[src/rtl/rdma_queue_pair_completion_engine_defines.svh]
// ----------------------------------------------------------------------------
// Assertion macros shared by the completion engine modules.
// Every macro samples on clk and is switched off while rst is high.
// ----------------------------------------------------------------------------
`ifndef RDMA_QUEUE_PAIR_COMPLETION_ENGINE_DEFINES_SVH
`define RDMA_QUEUE_PAIR_COMPLETION_ENGINE_DEFINES_SVH

// The consequent must hold in the same cycle as the antecedent.
`define RQPC_ASSERT_IMPL(name, ante, cons, msg) \
  name: assert property (@(posedge clk) disable iff (rst) (ante) |-> (cons)) \
    else $error(msg);

// The consequent must hold in the cycle after the antecedent.
`define RQPC_ASSERT_NEXT(name, ante, cons, msg) \
  name: assert property (@(posedge clk) disable iff (rst) (ante) |=> (cons)) \
    else $error(msg);

`endif

[src/rtl/rqpc_pkg.sv]
// ----------------------------------------------------------------------------
// rqpc_pkg
// Sizes, command codes and shared types of the queue-pair completion engine.
// ----------------------------------------------------------------------------
package rqpc_pkg;

  // Table and ring sizes.
  localparam int MAX_PAIRS   = 16;
  localparam int MAX_REGIONS = 16;
  localparam int RING_DEPTH  = 64;
  localparam int QUEUE_DEPTH = 2;

  // Field widths fixed by the command format.
  localparam int OPC_W   = 3;
  localparam int QPN_W   = 4;
  localparam int STATE_W = 3;
  localparam int LEN_W   = 31;
  localparam int ADDR_W  = 64;
  localparam int VALUE_W = 32;

  // Derived widths.
  localparam int PAIR_IW  = (MAX_PAIRS > 1) ? $clog2(MAX_PAIRS) : 1;
  localparam int PCNT_W   = $clog2(MAX_PAIRS + 1);
  localparam int RCNT_W   = $clog2(MAX_REGIONS + 1);
  localparam int RING_IW  = $clog2(RING_DEPTH);
  localparam int FILL_W   = $clog2(RING_DEPTH + 1);
  localparam int QCMP_W   = (PCNT_W > QPN_W) ? PCNT_W : QPN_W;
  localparam int QUEUE_IW = (QUEUE_DEPTH > 1) ? $clog2(QUEUE_DEPTH) : 1;
  localparam int QCNT_W   = $clog2(QUEUE_DEPTH + 1);

  // Opcodes as they arrive on the command channel.
  localparam logic [OPC_W-1:0] OPC_REGION  = 3'd0;
  localparam logic [OPC_W-1:0] OPC_CREATE  = 3'd1;
  localparam logic [OPC_W-1:0] OPC_MODIFY  = 3'd2;
  localparam logic [OPC_W-1:0] OPC_POST    = 3'd3;
  localparam logic [OPC_W-1:0] OPC_POLL    = 3'd4;
  localparam logic [OPC_W-1:0] OPC_RWRITE  = 3'd5;

  // Pair state that allows sends.
  localparam logic [STATE_W-1:0] QP_STATE_RTS = 3'd3;

  // Command class after decoding.
  typedef enum logic [2:0] {
    CMD_REGION,
    CMD_CREATE,
    CMD_MODIFY,
    CMD_POST,
    CMD_POLL,
    CMD_RWRITE,
    CMD_BAD
  } cmd_kind_t;

  // Decoded command as held in the queue.
  typedef struct packed {
    cmd_kind_t          kind;
    logic [QPN_W-1:0]   qpn;
    logic [STATE_W-1:0] state;
    logic               is_write;
    logic [LEN_W-1:0]   len;
    logic               len_ok;
    logic               target_ok;
    logic               source_ok;
  } cmd_t;

  // Back end sequencer states.
  typedef enum logic {
    BK_IDLE,
    BK_POLL
  } back_state_t;

endpackage

[src/rtl/rqpc_front.sv]
// ----------------------------------------------------------------------------
// rqpc_front
// Command decoder: classifies the opcode and derives validity flags from the
// address and length fields before the command enters the queue.
// ----------------------------------------------------------------------------
module rqpc_front (
  input  logic                            cmd_valid,
  output logic                            cmd_stall,
  input  logic [rqpc_pkg::OPC_W-1:0]      opcode,
  input  logic [rqpc_pkg::QPN_W-1:0]      qp_number,
  input  logic [rqpc_pkg::STATE_W-1:0]    qp_state,
  input  logic                            work_is_write,
  input  logic [rqpc_pkg::LEN_W-1:0]      length,
  input  logic [rqpc_pkg::ADDR_W-1:0]     target_address,
  input  logic [rqpc_pkg::ADDR_W-1:0]     source_address,
  output logic                            push_valid,
  output rqpc_pkg::cmd_t                  push_cmd,
  input  logic                            queue_full
);
  import rqpc_pkg::*;

  // The queue takes a transfer whenever it has room.
  assign cmd_stall  = queue_full;
  assign push_valid = cmd_valid;

  // Opcode classification and field checks.
  always_comb begin
    push_cmd.qpn       = qp_number;
    push_cmd.state     = qp_state;
    push_cmd.is_write  = work_is_write;
    push_cmd.len       = length;
    push_cmd.len_ok    = (length != '0);
    push_cmd.target_ok = (target_address != '0);
    push_cmd.source_ok = (source_address != '0);
    unique case (opcode)
      OPC_REGION: push_cmd.kind = CMD_REGION;
      OPC_CREATE: push_cmd.kind = CMD_CREATE;
      OPC_MODIFY: push_cmd.kind = CMD_MODIFY;
      OPC_POST:   push_cmd.kind = CMD_POST;
      OPC_POLL:   push_cmd.kind = CMD_POLL;
      OPC_RWRITE: push_cmd.kind = CMD_RWRITE;
      default:    push_cmd.kind = CMD_BAD;
    endcase
  end

endmodule

[src/rtl/rqpc_queue.sv]
// ----------------------------------------------------------------------------
// rqpc_queue
// Short command queue that decouples the decoder from the executing back end.
// ----------------------------------------------------------------------------
module rqpc_queue (
  input  logic           clk,
  input  logic           rst,
  input  logic           push_valid,
  input  rqpc_pkg::cmd_t push_cmd,
  output logic           full,
  output logic           pop_valid,
  output rqpc_pkg::cmd_t pop_cmd,
  input  logic           pop
);
  import rqpc_pkg::*;

  cmd_t                entries [QUEUE_DEPTH];
  logic [QUEUE_IW-1:0] wr_ptr;
  logic [QUEUE_IW-1:0] rd_ptr;
  logic [QCNT_W-1:0]   count;
  logic                do_push;
  logic                do_pop;

  assign full      = (count == QCNT_W'(QUEUE_DEPTH));
  assign pop_valid = (count != '0);
  assign pop_cmd   = entries[rd_ptr];
  assign do_push   = push_valid && !full;
  assign do_pop    = pop && pop_valid;

  // Pointer and occupancy tracking.
  always_ff @(posedge clk) begin
    if (rst) begin
      wr_ptr <= '0;
      rd_ptr <= '0;
      count  <= '0;
    end else begin
      if (do_push) begin
        wr_ptr <= (wr_ptr == QUEUE_IW'(QUEUE_DEPTH - 1)) ? '0 : wr_ptr + 1'b1;
      end
      if (do_pop) begin
        rd_ptr <= (rd_ptr == QUEUE_IW'(QUEUE_DEPTH - 1)) ? '0 : rd_ptr + 1'b1;
      end
      if (do_push && !do_pop) begin
        count <= count + 1'b1;
      end else if (do_pop && !do_push) begin
        count <= count - 1'b1;
      end
    end
  end

  // Entry storage.
  always_ff @(posedge clk) begin
    if (do_push) begin
      entries[wr_ptr] <= push_cmd;
    end
  end

endmodule

[src/rtl/rqpc_back.sv]
// ----------------------------------------------------------------------------
// rqpc_back
// Command executor: holds the pair table, the counters and the completion
// ring, and drives the registered result.
// ----------------------------------------------------------------------------
`include "rdma_queue_pair_completion_engine_defines.svh"

module rqpc_back (
  input  logic                         clk,
  input  logic                         rst,
  input  logic                         q_valid,
  input  rqpc_pkg::cmd_t               q_cmd,
  output logic                         q_pop,
  output logic                         rsp_valid,
  input  logic                         rsp_stall,
  output logic                         failed,
  output logic [rqpc_pkg::VALUE_W-1:0] value
);
  import rqpc_pkg::*;

  back_state_t         state;
  back_state_t         state_next;
  logic [STATE_W-1:0]  pair_states [MAX_PAIRS];
  logic [PCNT_W-1:0]   pair_count;
  logic [RCNT_W-1:0]   region_count;
  logic [VALUE_W-1:0]  ring_mem [RING_DEPTH];
  logic [VALUE_W-1:0]  ring_rd_data;
  logic [RING_IW-1:0]  ring_head;
  logic [RING_IW-1:0]  ring_tail;
  logic [FILL_W-1:0]   ring_fill;

  logic                out_free;
  logic                load;
  logic                load_failed;
  logic [VALUE_W-1:0]  load_value;
  logic                push_en;
  logic [VALUE_W-1:0]  push_val;
  logic                take_en;
  logic                region_inc;
  logic                create_en;
  logic                modify_en;
  logic [QCMP_W-1:0]   qpn_ext;
  logic [PAIR_IW-1:0]  qidx;
  logic                pair_exists;
  logic                pair_rts;
  logic                ring_full;

  assign out_free    = !rsp_valid || !rsp_stall;
  assign qpn_ext     = QCMP_W'(q_cmd.qpn);
  assign qidx        = qpn_ext[PAIR_IW-1:0];
  assign pair_exists = (qpn_ext < QCMP_W'(pair_count));
  assign pair_rts    = pair_exists && (pair_states[qidx] == QP_STATE_RTS);
  assign ring_full   = (ring_fill == FILL_W'(RING_DEPTH));

  // Sequencer: next state and the actions of the current command.
  always_comb begin
    state_next  = state;
    q_pop       = 1'b0;
    load        = 1'b0;
    load_failed = 1'b1;
    load_value  = '0;
    push_en     = 1'b0;
    push_val    = '0;
    take_en     = 1'b0;
    region_inc  = 1'b0;
    create_en   = 1'b0;
    modify_en   = 1'b0;
    unique case (state)
      BK_IDLE: begin
        if (q_valid && out_free) begin
          q_pop = 1'b1;
          unique case (q_cmd.kind)
            CMD_REGION: begin
              load = 1'b1;
              if (region_count < RCNT_W'(MAX_REGIONS) && q_cmd.target_ok &&
                  q_cmd.len_ok) begin
                region_inc  = 1'b1;
                load_failed = 1'b0;
              end
            end
            CMD_CREATE: begin
              load = 1'b1;
              if (pair_count < PCNT_W'(MAX_PAIRS)) begin
                create_en   = 1'b1;
                load_failed = 1'b0;
                load_value  = VALUE_W'(pair_count);
              end
            end
            CMD_MODIFY: begin
              load = 1'b1;
              if (pair_exists) begin
                modify_en   = 1'b1;
                load_failed = 1'b0;
              end
            end
            CMD_POST: begin
              load = 1'b1;
              push_val = q_cmd.is_write ? VALUE_W'(q_cmd.len) : VALUE_W'(1);
              if (pair_rts && !ring_full) begin
                push_en     = 1'b1;
                load_failed = 1'b0;
              end
            end
            CMD_RWRITE: begin
              load = 1'b1;
              push_val = VALUE_W'(q_cmd.len);
              if (pair_rts && q_cmd.target_ok && q_cmd.source_ok && q_cmd.len_ok) begin
                push_en     = !ring_full;
                load_failed = 1'b0;
                load_value  = VALUE_W'(q_cmd.len);
              end
            end
            CMD_POLL: begin
              // A non-empty ring goes to BK_POLL to wait for the registered ring read.
              if (ring_fill != '0) begin
                state_next = BK_POLL;
              end else begin
                load = 1'b1;
              end
            end
            default: begin
              load = 1'b1;
            end
          endcase
        end
      end
      BK_POLL: begin
        if (out_free) begin
          load        = 1'b1;
          load_failed = 1'b0;
          load_value  = ring_rd_data;
          take_en     = 1'b1;
          state_next  = BK_IDLE;
        end
      end
      default: begin
        state_next = BK_IDLE;
      end
    endcase
  end

  // Control state: sequencer, counters, ring pointers and result valid.
  always_ff @(posedge clk) begin
    if (rst) begin
      state        <= BK_IDLE;
      pair_count   <= '0;
      region_count <= '0;
      ring_head    <= '0;
      ring_tail    <= '0;
      ring_fill    <= '0;
      rsp_valid    <= 1'b0;
    end else begin
      state <= state_next;
      if (region_inc) begin
        region_count <= region_count + 1'b1;
      end
      if (create_en) begin
        pair_count <= pair_count + 1'b1;
      end
      if (push_en) begin
        ring_tail <= (ring_tail == RING_IW'(RING_DEPTH - 1)) ? '0 : ring_tail + 1'b1;
        ring_fill <= ring_fill + 1'b1;
      end else if (take_en) begin
        ring_head <= (ring_head == RING_IW'(RING_DEPTH - 1)) ? '0 : ring_head + 1'b1;
        ring_fill <= ring_fill - 1'b1;
      end
      if (load) begin
        rsp_valid <= 1'b1;
      end else if (!rsp_stall) begin
        rsp_valid <= 1'b0;
      end
    end
  end

  // Result payload.
  always_ff @(posedge clk) begin
    if (load) begin
      failed <= load_failed;
      value  <= load_value;
    end
  end

  // Pair state table.
  always_ff @(posedge clk) begin
    if (create_en) begin
      pair_states[pair_count[PAIR_IW-1:0]] <= q_cmd.state;
    end else if (modify_en) begin
      pair_states[qidx] <= q_cmd.state;
    end
  end

  // Completion ring memory with a registered read at the head.
  always_ff @(posedge clk) begin
    if (push_en) begin
      ring_mem[ring_tail] <= push_val;
    end
    ring_rd_data <= ring_mem[ring_head];
  end

  // Checks on the ring and the counters.
  `RQPC_ASSERT_IMPL(a_fill_bound, 1'b1, ring_fill <= FILL_W'(RING_DEPTH), "ring overfilled")
  `RQPC_ASSERT_IMPL(a_poll_nonempty, state == BK_POLL, ring_fill != '0, "poll of empty ring")
  `RQPC_ASSERT_IMPL(a_empty_ptrs, ring_fill == '0, ring_head == ring_tail, "empty ring pointers")
  `RQPC_ASSERT_IMPL(a_regions, 1'b1, region_count <= RCNT_W'(MAX_REGIONS), "region overflow")
  `RQPC_ASSERT_NEXT(a_push_fill, push_en, ring_fill != '0, "push left ring empty")

endmodule

[src/rtl/rdma_queue_pair_completion_engine.sv]
// ----------------------------------------------------------------------------
// rdma_queue_pair_completion_engine
// Queue-pair command engine with region and pair tables and a completion ring.
//
//   channel | direction | handshake            | payload
//   cmd     | in        | cmd_valid, cmd_stall | opcode .. source_address
//   rsp     | out       | rsp_valid, rsp_stall | failed, value
//
// The decoder takes one command transfer per cycle into a two-entry queue while the queue is not full.
// The executor finishes most commands from BK_IDLE; a poll of a non-empty
// ring passes through BK_POLL for the registered read of the ring memory.
// A command's result is registered when the executor takes it from the queue,
// or from BK_POLL for a poll of a non-empty ring.
// rst is synchronous and clears all control state; no clearing pass is run.
// A stalled result holds the executor; the queue then fills and stalls cmd.
// ----------------------------------------------------------------------------
module rdma_queue_pair_completion_engine (
  input  logic                         clk,
  input  logic                         rst,
  input  logic                         cmd_valid,
  output logic                         cmd_stall,
  input  logic [rqpc_pkg::OPC_W-1:0]   opcode,
  input  logic [rqpc_pkg::QPN_W-1:0]   qp_number,
  input  logic [rqpc_pkg::STATE_W-1:0] qp_state,
  input  logic                         work_is_write,
  input  logic [rqpc_pkg::LEN_W-1:0]   length,
  input  logic [rqpc_pkg::ADDR_W-1:0]  target_address,
  input  logic [rqpc_pkg::ADDR_W-1:0]  source_address,
  output logic                         rsp_valid,
  input  logic                         rsp_stall,
  output logic                         failed,
  output logic [rqpc_pkg::VALUE_W-1:0] value
);
  import rqpc_pkg::*;

  logic push_valid;
  cmd_t push_cmd;
  logic queue_full;
  logic q_valid;
  cmd_t q_cmd;
  logic q_pop;

  // Decoder.
  rqpc_front u_front (
    .cmd_valid      (cmd_valid),
    .cmd_stall      (cmd_stall),
    .opcode         (opcode),
    .qp_number      (qp_number),
    .qp_state       (qp_state),
    .work_is_write  (work_is_write),
    .length         (length),
    .target_address (target_address),
    .source_address (source_address),
    .push_valid     (push_valid),
    .push_cmd       (push_cmd),
    .queue_full     (queue_full)
  );

  // Command queue.
  rqpc_queue u_queue (
    .clk        (clk),
    .rst        (rst),
    .push_valid (push_valid),
    .push_cmd   (push_cmd),
    .full       (queue_full),
    .pop_valid  (q_valid),
    .pop_cmd    (q_cmd),
    .pop        (q_pop)
  );

  // Executor.
  rqpc_back u_back (
    .clk       (clk),
    .rst       (rst),
    .q_valid   (q_valid),
    .q_cmd     (q_cmd),
    .q_pop     (q_pop),
    .rsp_valid (rsp_valid),
    .rsp_stall (rsp_stall),
    .failed    (failed),
    .value     (value)
  );

endmodule
[config.mk]
export PLATFORM = sky130hd
export DESIGN_NAME = rdma_queue_pair_completion_engine
export DESIGN_NICKNAME = d
export VERILOG_FILES = /design/src/rtl/rqpc_pkg.sv /design/src/rtl/rqpc_front.sv /design/src/rtl/rqpc_queue.sv /design/src/rtl/rqpc_back.sv /design/src/rtl/rdma_queue_pair_completion_engine.sv
export VERILOG_INCLUDE_DIRS = /design/src /design/src/rtl
export SDC_FILE = /design/constraint.sdc
export NUM_CORES = 2
export LEC_CHECK = 0
export BUFFER_PORTS_ARGS = -buffer_cell sky130_fd_sc_hd__buf_2
export CORE_MARGIN = 2
export CORE_UTILIZATION = 62
export CTS_BUF_LIST = sky130_fd_sc_hd__clkbuf_16
export CTS_CLUSTER_DIAMETER = 30
export CTS_CLUSTER_SIZE = 25
export DETAILED_ROUTE_END_ITERATION = 10
export MAX_ROUTING_LAYER = met4
export PLACE_DENSITY = 0.78
export SETUP_SLACK_MARGIN = 0.1
export SKIP_CTS_REPAIR_TIMING = 1
export SLEW_MARGIN = 20
export SYNTH_ARGS = -nofsm -noshare
export SYNTH_HDL_FRONTEND = slang
export SYNTH_SLANG_ARGS = --single-unit
[constraint.sdc]
create_clock -name clk -period 6.8 [get_ports clk]
set_input_delay 0 -clock clk [delete_from_list [all_inputs] [get_ports clk]]
set_output_delay 0 -clock clk [all_outputs]
set_load 0.1 [all_outputs]
-- Yosys cells after proc, flatten, opt, wreduce, memory -nomap -nowiden
Memories as Yosys holds them, arrays and structs flattened. A register that Yosys moved wholly into a read port is not among the register bits.
Index checks and enable logic that the tools add are counted.
- register bits: 68
- RAM bits: 2186
- bits of input ports: 174
- output and inout port bits: 35
- logic and storage cells: 149
- memories: 3
- $add $sub $neg: 10
- order comparisons: 3
- eq/ne operators: 16
- muxes and demuxes: 73
- bitwise gates (word level): 2
- reduce and logical (&&, ||, !) cells: 30
- memories (memory ; words ; bits a word ; rd ports ; clocked after memory_dff ; write ports ; line ; RTL):
    u_back.ring_mem ; 64 ; 32 ; 1 ; 1 ; 1 ; rqpc_back.sv:26 ; logic [VALUE_W-1:0] ring_mem [RING_DEPTH];
    u_queue.entries ; 2 ; 45 ; 1 ; 1 ; 1 ; rqpc_queue.sv:17 ; cmd_t entries [QUEUE_DEPTH];
    u_back.pair_states ; 16 ; 3 ; 1 ; 0 ; 1 ; rqpc_back.sv:23 ; logic [STATE_W-1:0] pair_states [MAX_PAIRS];
- operators by type and width (cell ; count):
    $pmux W32 S2 ; 3
    $mux W32 ; 4
    $reduce_bool A64 Y1 ; 2
    $mux W31 ; 2
    $mux W1 ; 49
    $reduce_bool A31 Y1 ; 1
    $pmux W3 S6 ; 1
    $eq A3 B2 Y1 const B ; 5
    $mux W7 ; 2
    $add A6 B1 Y6 const B ; 2
    $eq A3 B3 Y1 const B ; 4
    $eq A6 B6 Y1 const B ; 2
    $logic_and A1 B1 Y1 ; 12
    $mux W6 ; 2
    $add A5 B1 Y5 const B ; 2
    $lt A5 B5 Y1 const B ; 2
    $pmux W1 S2 ; 4
    $add A7 B1 Y7 const B ; 1
    $eq A7 B7 Y1 const B ; 1
    $reduce_bool A7 Y1 ; 1
    $sub A7 B1 Y7 const B ; 1
    $eq A3 B1 Y1 const B ; 2
    $logic_not A1 Y1 ; 6
    $logic_not A3 Y1 ; 2
    16 further kinds ; 21

-- Longest topological paths before layout
An unclocked memory read counts as a cell.
- word-level depth: 12
- gate-level depth with buffers: 19
- gate-level depth less buffers: 16

-- Cells and area by module
From an unflattened synthesis, not the netlist that was laid out.
- cells, all modules: 3615
- area, all modules: 85165.4 um2
- by module, submodules not included (module ; instances ; cells an instance ; area each (um2) ; seq. area each (um2)):
    rqpc_back ; 1 ; 3354 ; 81034.0 ; 63220.6
    rqpc_queue ; 1 ; 165 ; 3464.6 ; 2802.7
    rqpc_front ; 1 ; 96 ; 666.9 ; 0.0

-- Worst setup path before layout
Ideal clock, no wire load.
- path type: flip-flop to flip-flop
- start: register with a tool-made name
- end: memory u_back.ring_mem[16][0] (enable)
- setup time: 497 ps
- data arrival time: 5396 ps
- required time: 6303 ps
- path slack: 907 ps
- cell stages (with the launch flop): 12
- buffers on the path: 3
- clock period less this slack: 5893 ps
- cell sequence: dfxtp_1 -> buf_6 -> mux2i_1 -> inv_1 -> ha_1 -> o21ai_0 -> a31oi_1 -> o31a_4 -> or3_4 -> buf_6 -> buf_6 -> nor4_1
- RTL lines (element ; line):
    to (decl) ; rqpc_back.sv:26

==> results.py <==
metrics = {
    "run_status": {
        "outcome": "finished, final reports clean",
    },
    "setup_path": {
        "r2r_cells": 17,
        "crit_arrival_ns": 5.89,
        "crit_chain": "buf_4 -> mux2i_1 -> inv_2 -> ha_1 -> o21ai_0 -> a31oi_1 -> o31a_4 -> or3_4 -> inv_1 -> fa_1 -> nor2b_1 -> o21ai_0 -> a21oi_1 -> o21a_1 -> nor2_1 -> or4b_1 -> o311ai_1",
        "endpoint_kind": "register",
        "path_depth": 17,
        "cp_num_buf_inv": 3,
        "start_kind": "register",
        "cp_slowest_cell": "buf_4",
        "path_max_fanout": 48,
        "cpMostUsedCell": "o21ai_0",
        "crit_family": "simple AND/OR/NAND/NOR gates",
        "reg2reg_slack_ns": 1.70,
        "r2r-end": "u_back.ring_fill[6]",
        "slowest_delay_ns": 0.62,
        "crit_type": "reg -> reg",
        "cp.required_ns": 7.59,
        "crit_end": "u_back.ring_fill[6]",
    },
    "logic_synthesis": {
        "synth_edf_count": 2154,
        "syn_avg_cell_area_um2": 23.5,
        "ys_top_cells_by_area": "edfxtp_1, mux4_2, dfxtp_1",
        "synth-seq-cells": 2221,
        "synth-main-ff-cell": "edfxtp_1",
        "syn_nets": 3813,
        "synth_cells": 3625,
        "seq_area_frac_synth_pct": 77.7,
        "yosysWarnings": 0,
        "syn_area_mm2": 0.0850,
        "synth_largest_area_cell": "edfxtp_1",
        "synth_cell_type_count": 64,
        "netlist.area_leader.share_pct": 76.1,
        "async_flop_share_pct": 0,
    },
    "clocking": {
        "clock_path_buffers": 4,
        "cts.sinks": 2221,
        "cts_buffers": 383,
        "cts_tree": "built",
        "clk_pin_slew_ns": 0.05,
        "cts_root_buffer": "clkbuf_16",
        "htreeDepth": 5,
        "insertion_delay_ns": 0.94,
    },
    "power": {
        "clock_power_share_pct": 52.2,
        "power_density_mw_per_mm2": 364,
        "pwr-share-seq_pct": 41.7,
        "power_switching_mw": 9.06,
        "swShare_pct": 24.1,
        "internal_power_mw": 28.6,
        "pwr-share-comb_pct": 6.0,
        "leakagePower_nw": 32.9,
        "ir_drop_uv": 367,
    },
    "min_path": {
        "hold_path.class": "in -> reg",
    },
    "layout": {
        "nNetsFinal": 4447,
        "fill_cells": 6459,
        "area_delta_synth_final_pct": 21.7,
        "layout.cells.non_filler": 6368,
        "fin_util_pct": 76.2,
        "drive_gt1_share_pct": 38.5,
    },
    "sta": {
        "fin_setup_tns_ns": 0,
        "whs_ns": 0.0421,
        "max-slew-margin-rel_pct": 18.5,
        "setup_violations": 0,
        "slew_violations": 0,
        "period_needed_ns": 5.10,
        "fmax_mhz": 196,
        "rsz0062_at_grt": "no",
        "tightestPinTransition_ns": 1.22,
        "timing.final.hold_violations": 0,
        "fin_crit_sh_pct": 75.0,
        "clock_skew_ns": 0.0706,
    },
    "global_route": {
        "antenna_found_initial": 35,
        "grt_first_pass_wirelength_um": 342000,
        "track_usage_pct": 36.0,
        "grt_pass1_vias": 45669,
        "grt_max_degree": 139,
        "overflow": 0,
    },
    "drt": {
        "ant_nets": 0,
        "drc": 0,
        "routedWlPerCell_um": 38.9,
        "first_pass_iters": 9,
        "via_per_inst": 7.13,
        "vias": 45434,
        "wirelength_um": 248000,
        "drtIter0Drc": 7350,
    },
    "floorplanning": {
        "placementRows": 135,
        "die_h_um": 374,
        "pin_count": 209,
        "fp.dieW_um": 374,
        "dieArea_mm2": 0.140,
        "core_area_mm2": 0.136,
        "initial_utilization_pct": 62.6,
    },
    "placement": {
        "finalWeightedCongestion": 0.827,
        "port_buffers": 207,
        "hpwl_um": 116000,
        "dp.cells": 5560,
    },
    "job": {
        "maxCapViolations": 0,
    },
}
## area by class of cell
cell class / count / area [um2] / share of cell area (%)
antenna: 24 / 60.1 / 0.0581
sequential: 2221 / 66000 / 63.8
inverter: 19 / 71.3 / 0.0689
multi-input combinational: 1183 / 18700 / 18.1
clock buffer: 385 / 9630 / 9.31
clock inverter: 304 / 3400 / 3.28
tap: 1781 / 2230 / 2.15
timing repair buffer: 451 / 3280 / 3.17
## registers in the layout, summed over array words and instances (netlist names), 6 cells and up, named ones only
signal,cells
u_back.pair_states,48
u_back.ring_tail,6
u_back.ring_head,6
u_queue.entries,90
u_back.ring_fill,7
u_back.ring_rd_data,31
u_back.ring_mem,1984
u_back.value,31
## power by group through the flow
stage          Combinational, mW  Clock [mW]  Sequential, mW
3_5_place_dp                2.09           0            16.0
4_1_cts                     2.15        19.7            15.7
2_1_floorplan              0.807           0            16.5
3_3_place_gp                2.04           0            16.0
6_report                    2.27        19.7            15.7
5_1_grt                     2.34        20.3            15.7
## stage by stage
stage          power [mW]  setup WS [ns]  cell area (um2)
2_1_floorplan        17.3          0.907            85000
3_3_place_gp         18.0           2.08            89400
3_5_place_dp         18.1           1.95            89400
4_1_cts              37.6           1.72           102000
5_1_grt              38.3           1.44           103000
6_report             37.6           1.70           103000
## cell families (layout without fill, tap and decap cells)
kind of cell | after synthesis | count (layout) | share of synthesized area (%)
flip-flops | 2221 | 2221 | 77.7
multiplexers | 714 | 714 | 18.0
AND/OR/NAND/NOR | 344 | 344 | 2.18
buffers and inverters | 221 | 1159 | 1.06
AO/OA/AOI/OAI | 93 | 93 | 0.695
XOR/XNOR | 17 | 17 | 0.175
adder cells (fa/ha/maj) | 14 | 14 | 0.215
other | 1 | 25 | 0.00441
## worst reg2reg max path, stage by stage, from the launching register on
cell	delay (ns)
dfxtp_2	0.36
buf_4	0.62
mux2i_1	0.44
inv_2	0.18
ha_1	0.31
o21ai_0	0.07
a31oi_1	0.20
o31a_4	0.22
or3_4	0.56
inv_1	0.17
fa_1	0.47
nor2b_1	0.18
o21ai_0	0.13
a21oi_1	0.24
o21a_1	0.15
nor2_1	0.07
or4b_1	0.50
o311ai_1	0.10
## layer usage
layer / vias up / share of wire [%] / GRT usage [%]
li1: 16969 / - / -
met1: 23762 / 33 / 44.8
met2: 4028 / 52 / 59.0
met3: 675 / 11 / 7.33
met4: 0 / 4.5 / 13.9
met5: - / 0 / -
## cell usage in the layout, fill, tap and decap left out, types with 5 or more instances in the layout
| master | Yosys | final |
|---|---|---|
| nor2_1 | 85 | 54 |
| dfxtp_1 | 67 | 60 |
| edfxtp_1 | 2154 | 2154 |
| nand3_1 | 5 | 5 |
| bufinv_16 | 0 | 56 |
| and3_1 | 6 | 5 |
| mux2i_1 | 51 | 51 |
| clkbuf_16 | 0 | 385 |
| nor2b_1 | 7 | 7 |
| clkinv_4 | 0 | 47 |
| o21ai_0 | 34 | 34 |
| buf_4 | 2 | 136 |
| dlygate4sd3_1 | 0 | 94 |
| a31oi_1 | 9 | 9 |
| nor3_2 | 0 | 31 |
| nor4_4 | 0 | 8 |
| inv_1 | 18 | 53 |
| nor2_4 | 0 | 31 |
| inv_8 | 0 | 14 |
| ha_1 | 13 | 13 |
| buf_2 | 15 | 207 |
| nand3b_1 | 23 | 23 |
| nand2b_1 | 7 | 6 |
| buf_12 | 0 | 12 |
| nor4_1 | 65 | 40 |
| a21oi_1 | 17 | 16 |
| nand4_1 | 15 | 15 |
| xor2_1 | 10 | 10 |
| mux4_2 | 651 | 651 |
| xnor2_1 | 7 | 7 |
| clkinv_1 | 0 | 36 |
| nor4_2 | 8 | 25 |
| clkinvlp_4 | 0 | 44 |
| nand2_1 | 56 | 56 |
| inv_6 | 0 | 37 |
| diode_2 | 0 | 24 |
| clkinv_2 | 0 | 29 |
| nor3_1 | 43 | 11 |
| mux2_2 | 11 | 11 |
## cells in the mapped netlist, drive strengths merged (6+ instances only)
cell type	instances
a21oi	18
a31oi	9
and3	6
buf	65
clkbuf	137
dfxtp	67
edfxtp	2154
ha	13
inv	19
mux2	11
mux2i	52
mux4	651
nand2	56
nand2b	7
nand3b	23
nand4	15
nor2	85
nor2b	7
nor3	43
nor4	73
o21ai	38
xnor2	7
xor2	10
## worst min path at each step
stage / endpoint / cells after the start / slack, ns / from
after floorplan: u_queue.entries[0][10] / 0 / 0.1 / length[7]
after global placement: u_queue.entries[0][36] / 1 / 0.19 / qp_state[1]
after detailed placement: u_queue.entries[1][36] / 1 / 0.20 / qp_state[1]
after CTS: u_queue.entries[1][21] / 1 / -0.76 / length[18]
after global routing: u_queue.entries[0][16] / 2 / 0.01 / length[13]
final: u_queue.entries[0][16] / 2 / 0.04 / length[13]
Power figures use the tool's default switching activity.
